===== src/sv/r16x_pkg.sv =====
package r16x_pkg;

   localparam int WORD_BITS = 16;

   localparam logic [4:0] OP_ADD = 5'd0;
   localparam logic [4:0] OP_SUB = 5'd1;
   localparam logic [4:0] OP_MUL = 5'd2;
   localparam logic [4:0] OP_DIV = 5'd3;
   localparam logic [4:0] OP_AND = 5'd4;
   localparam logic [4:0] OP_OR  = 5'd5;
   localparam logic [4:0] OP_XOR = 5'd6;
   localparam logic [4:0] OP_SHL = 5'd7;
   localparam logic [4:0] OP_STB = 5'd8;
   localparam logic [4:0] OP_STW = 5'd9;
   localparam logic [4:0] OP_LDB = 5'd10;
   localparam logic [4:0] OP_LDW = 5'd11;
   localparam logic [4:0] OP_JMP = 5'd12;
   localparam logic [4:0] OP_JZS = 5'd13;
   localparam logic [4:0] OP_JZC = 5'd14;
   localparam logic [4:0] OP_JCS = 5'd15;
   localparam logic [4:0] OP_JCC = 5'd16;
   localparam logic [4:0] OP_JNS = 5'd17;
   localparam logic [4:0] OP_JNC = 5'd18;
   localparam logic [4:0] OP_IN  = 5'd19;
   localparam logic [4:0] OP_OUT = 5'd20;

   localparam logic [1:0] STAT_OK   = 2'd0;
   localparam logic [1:0] STAT_OVF  = 2'd1;
   localparam logic [1:0] STAT_DIVZ = 2'd2;
   localparam logic [1:0] STAT_ADDR = 2'd3;

   localparam logic [1:0] SEL_SRC    = 2'd0;
   localparam logic [1:0] SEL_SECOND = 2'd1;
   localparam logic [1:0] SEL_DEST   = 2'd2;

   typedef struct packed {
      logic       load;
      logic [1:0] rf_sel;
      logic       cap_a;
      logic       cap_b;
      logic       cap_d;
      logic       div_start;
      logic       div_step;
      logic       mem_we;
      logic       mem_hi;
      logic       cap_lo;
      logic       cap_hi;
      logic       clr_we;
      logic       commit;
   } cmd_type;

   typedef struct packed {
      logic [4:0] action;
      logic       div_zero;
      logic       div_done;
      logic       addr_bad;
      logic       clr_last;
      logic       out_free;
   } sts_type;

endpackage


===== src/sv/r16x_ctrl.sv =====
module r16x_ctrl (
   input  logic              clock,
   input  logic              reset,
   input  logic              req_tvalid,
   output logic              req_tready,
   input  r16x_pkg::sts_type sts,
   output r16x_pkg::cmd_type cmd
);

   localparam logic [3:0] S_CLR  = 4'd0;
   localparam logic [3:0] S_IDLE = 4'd1;
   localparam logic [3:0] S_RA   = 4'd2;
   localparam logic [3:0] S_RB   = 4'd3;
   localparam logic [3:0] S_RD   = 4'd4;
   localparam logic [3:0] S_RX   = 4'd5;
   localparam logic [3:0] S_DEC  = 4'd6;
   localparam logic [3:0] S_DIV  = 4'd7;
   localparam logic [3:0] S_M1   = 4'd8;
   localparam logic [3:0] S_M2   = 4'd9;
   localparam logic [3:0] S_WB   = 4'd10;

   logic [3:0] state_ff, state_in;

   always_comb begin
      cmd      = '0;
      state_in = state_ff;
      case (state_ff)
         S_CLR: begin
            cmd.clr_we = 1'b1;
            if (sts.clr_last) state_in = S_IDLE;
         end
         S_IDLE: begin
            if (req_tvalid) begin
               cmd.load = 1'b1;
               state_in = S_RA;
            end
         end
         S_RA: begin
            cmd.rf_sel = r16x_pkg::SEL_SRC;
            state_in   = S_RB;
         end
         S_RB: begin
            cmd.cap_a  = 1'b1;
            cmd.rf_sel = r16x_pkg::SEL_SECOND;
            state_in   = S_RD;
         end
         S_RD: begin
            cmd.cap_b  = 1'b1;
            cmd.rf_sel = r16x_pkg::SEL_DEST;
            state_in   = S_RX;
         end
         S_RX: begin
            cmd.cap_d = 1'b1;
            state_in  = S_DEC;
         end
         S_DEC: begin
            state_in = S_WB;
            if (sts.action == r16x_pkg::OP_DIV) begin
               if (!sts.div_zero) begin
                  cmd.div_start = 1'b1;
                  state_in      = S_DIV;
               end
            end else if (sts.action inside {r16x_pkg::OP_STB, r16x_pkg::OP_STW}) begin
               if (!sts.addr_bad) begin
                  cmd.mem_we = 1'b1;
                  if (sts.action == r16x_pkg::OP_STW) state_in = S_M1;
               end
            end else if (sts.action inside {r16x_pkg::OP_LDB, r16x_pkg::OP_LDW}) begin
               if (!sts.addr_bad) state_in = S_M1;
            end
         end
         S_DIV: begin
            cmd.div_step = 1'b1;
            if (sts.div_done) state_in = S_WB;
         end
         S_M1: begin
            cmd.mem_hi = 1'b1;
            state_in   = S_WB;
            if (sts.action == r16x_pkg::OP_STW) begin
               cmd.mem_we = 1'b1;
            end else begin
               cmd.cap_lo = 1'b1;
               if (sts.action == r16x_pkg::OP_LDW) state_in = S_M2;
            end
         end
         S_M2: begin
            cmd.cap_hi = 1'b1;
            state_in   = S_WB;
         end
         S_WB: begin
            if (sts.out_free) begin
               cmd.commit = 1'b1;
               state_in   = S_IDLE;
            end
         end
         default: state_in = S_IDLE;
      endcase
   end

   always_ff @(posedge clock) begin
      if (reset) begin
         state_ff <= S_CLR;
      end else begin
         state_ff <= state_in;
      end
   end

   assign req_tready = (state_ff == S_IDLE);

endmodule


===== config.mk =====
export PLATFORM = sky130hd
export DESIGN_NAME = r16x_ctrl
export DESIGN_NICKNAME = d
export VERILOG_FILES = /design/src/sv/r16x_pkg.sv /design/src/sv/r16x_ctrl.sv
export SDC_FILE = /design/constraint.sdc
export NUM_CORES = 1
export LEC_CHECK = 0
export BUFFER_PORTS_ARGS = -buffer_cell sky130_fd_sc_hd__buf_4
export CAP_MARGIN = 25
export CORE_AREA = 2 2 39 41
export DETAILED_ROUTE_END_ITERATION = 16
export DIE_AREA = 0 0 41 43
export GPL_TIMING_DRIVEN = 0
export PLACE_DENSITY = 0.68
export SYNTH_ARGS = -nofsm -noshare
export SYNTH_HDL_FRONTEND = slang
export SYNTH_SLANG_ARGS = --single-unit

===== constraint.sdc =====
create_clock -name clock -period 3.4 [get_ports clock]
set_input_delay 0.68 -clock clock [delete_from_list [all_inputs] [get_ports clock]]
set_output_delay 0.68 -clock clock [all_outputs]
set_load 0.02 [all_outputs]

==> metrics.md <==
| Metric | Value |
|---|---|
| Status | completed |
| PwrDens | 616 nW/um2 |
| Most flops, register | state_ff |
| H-tree depth | 1 |
| Most frequent cells in the layout | 29 x buf_4, 18 x nor2_1, 5 x nand2_1, 5 x a21oi_1 |
| Cell mode on critical path | buf_4 |
| RSZ-0062 raised after global routing | false |
| Yosys warns | 0 |
| Clock root buffer master | clkbuf_4 |
| Leakage | 0.328 nW |
| Count of different cell masters after synthesis | 31 |
| DRT Wirelength | 1290 um |
| Core area | 1380 um2 |
| Top Registers | state_ff (4) |
| Initial Utilization | 0.349 |
| Tot GR Track Use | 0.169 |
| Final setup viols | 0 |
| Initial antenna violation count | 0 |
| CTS buffer count | 3 |
| Die width | 41 um |
| Post_cts resized | 0 |
| Setup bufs post-CTS | 0 |
| Layout Area Growth over Synthesis | 50.8% |
| IO Pins | 28 |
| Post-synth EDFFs | 0 |
| Worst path top cell family by delay | simple AND/OR/NAND/NOR gates |
| CP endpoint kind | output port |
| Syn_nets | 83 |
| Vias per std cell | 5.09 |
| Bufs on Longest Clock Path | 2 |
| Max incr delay on CP | 520 ps |
| Synth Flop Type | dfxtp_1 |
| Post-route DRC violation count | 0 |
| DRT antenna net count | 0 |
| Largest net degree at the start of global routing | 11 |
| Worst Hold Class | in -> reg |
| Syn_area_per_cell | 6.90 um2 |
| Startpoint types | primary input |
| Pins Over Slew Limit | 0 |
| Worst-skew pair later-pin latency | 230 ps |
| CTS sink count | 4 |
| Crit-path cells | buf_4 -> or4_4 -> nor4_1 -> buf_4 |
| Slew headroom | 0.740 |
| Total negative setup slack | 0 ps |
| CTS tree | yes |
| Row cnt | 14 |
| GPL Wtd Cong | 0.762 |
| Clk slew on worst S/H paths | 40 ps |
| Port bufs | 27 |
| Final nets | 115 |
| Detailed-route via count | 591 |
| Arrival time worst endpoint | 1730 ps |
| Die Area | 1760 um2 |
| Leading cell type in the layout, fill and taps excluded | buf_4 |
| Average routed wire per standard cell | 11.1 um |
| Post-synth ARST share | 0 |
| Max Freq | 0.415 GHz |
| Max FFs per register | 4 |
| Mapped Area | 483 um2 |
| Min Tclk post-route | 2410 ps |
| Vias in the first global route | 485 |
| Max FO, Critical Path | 2 |
| Worst Clk Skew | 4.14 ps |
| Crit path buf inv count | 2 |
| N_diodes | 0 |
| Hold_buf cts | 0 |
| Layout cells sized above 1 | 0.420 |
| Sequential share of the synthesized area | 0.166 |
| Max-Cap Viols | 0 |
| Tcrit/Tclk final | 0.708 |
| Worst path required time | 2720 ps |
| Endpoints failing hold | 0 |
| DR pass1 iterations | 3 |
| Pin slew with the least headroom to its limit | 390 ps |
| Worst vdd ir | 0.402 mV |
| Final HPWL DP | 1030 um |
| Die Span Y | 43 um |
| Crit Path Category | in -> out |
| Initial drt markers | 7 |
| Synth Instances | 70 |
| Post-Route Utilization | 0.526 |
| Slowest CP cell | or4_4 |
| Register bit total from synthesis | 4 |
| Remaining Overflow, GRT | 0 |
| First-pass GRT wire length | 2130 um |
[stage by stage]
step	instance area (um2)	power, mW	hold slack, ps	cells	setup slack (ps)
finish	728	0.449	638	116	992
global route	728	0.494	642	116	949
CTS	728	0.453	628	116	982
detailed placement	706	0.394	687	113	981
global placement	706	0.393	691	113	967
floorplan	483	0.302	641	70	818
[power breakdown]
group / total (mW) / switching (mW) / leakage (nW) / internal, mW
clock network: 0.0554 / 0.0162 / 0.0138 / 0.0392
logic: 0.319 / 0.176 / 0.281 / 0.143
registers: 0.0747 / 0.0134 / 0.0328 / 0.0613
total: 0.449 / 0.206 / 0.328 / 0.243
[cell type report]
type                    count  area [um2]
fillers                   142         656
repair buffers             27         203
plain buffers               6        42.5
multi-input cells          59         357
flip-flops and latches      4        80.1
inverters                   1        3.75
clock buffers               3        22.5
well taps                  16        20.0
[cell usage after synthesis (2+ instances only)]
| cell type | count | share of area |
|---|---|---|
| nand2b_1 | 3 | 0.039 |
| a31oi_1 | 2 | 0.026 |
| a21oi_1 | 5 | 0.052 |
| buf_4 | 2 | 0.031 |
| nand2_1 | 5 | 0.039 |
| a211oi_1 | 2 | 0.031 |
| buf_2 | 2 | 0.021 |
| nor3_1 | 3 | 0.031 |
| nor2_1 | 18 | 0.14 |
| nor4_1 | 4 | 0.052 |
| dfxtp_1 | 4 | 0.17 |
[cell families after synthesis]
| family | Yosys count | share of synthesized area |
|---|---|---|
| simple gates | 43 | 0.508 |
| compound gates | 15 | 0.210 |
| flops | 4 | 0.166 |
| mux | 1 | 0.0207 |
| buf+inv | 7 | 0.0958 |
[final timing paths]
check                           cells after the start  slack [ps]   startpoint     endpoint
worst max register to register                      5        1850  state_ff[0]  state_ff[3]
worst max-delay path                                4         990       sts[7]       cmd[7]
worst min register to register                      3         700  state_ff[2]  state_ff[2]
worst min-delay path                                2         640        reset  state_ff[2]
[layer usage]
metal  global-route usage  vias to the layer above  part of all wire
met5                    0                        -                 0
met4               0.0200                        0                 0
met3               0.0471                        0             0.043
met2                0.256                       15              0.48
met1                0.237                      259              0.47
li1                     -                      317                 -
[worst register-to-register path, cell delays in order, from the launching register on]
cell and delay (ps):
dfxtp_1 370, or4_4 580, nor3_4 160, o22ai_1 110, a21oi_1 170, nor2_1 60
(Power assumes the default switching activity.)
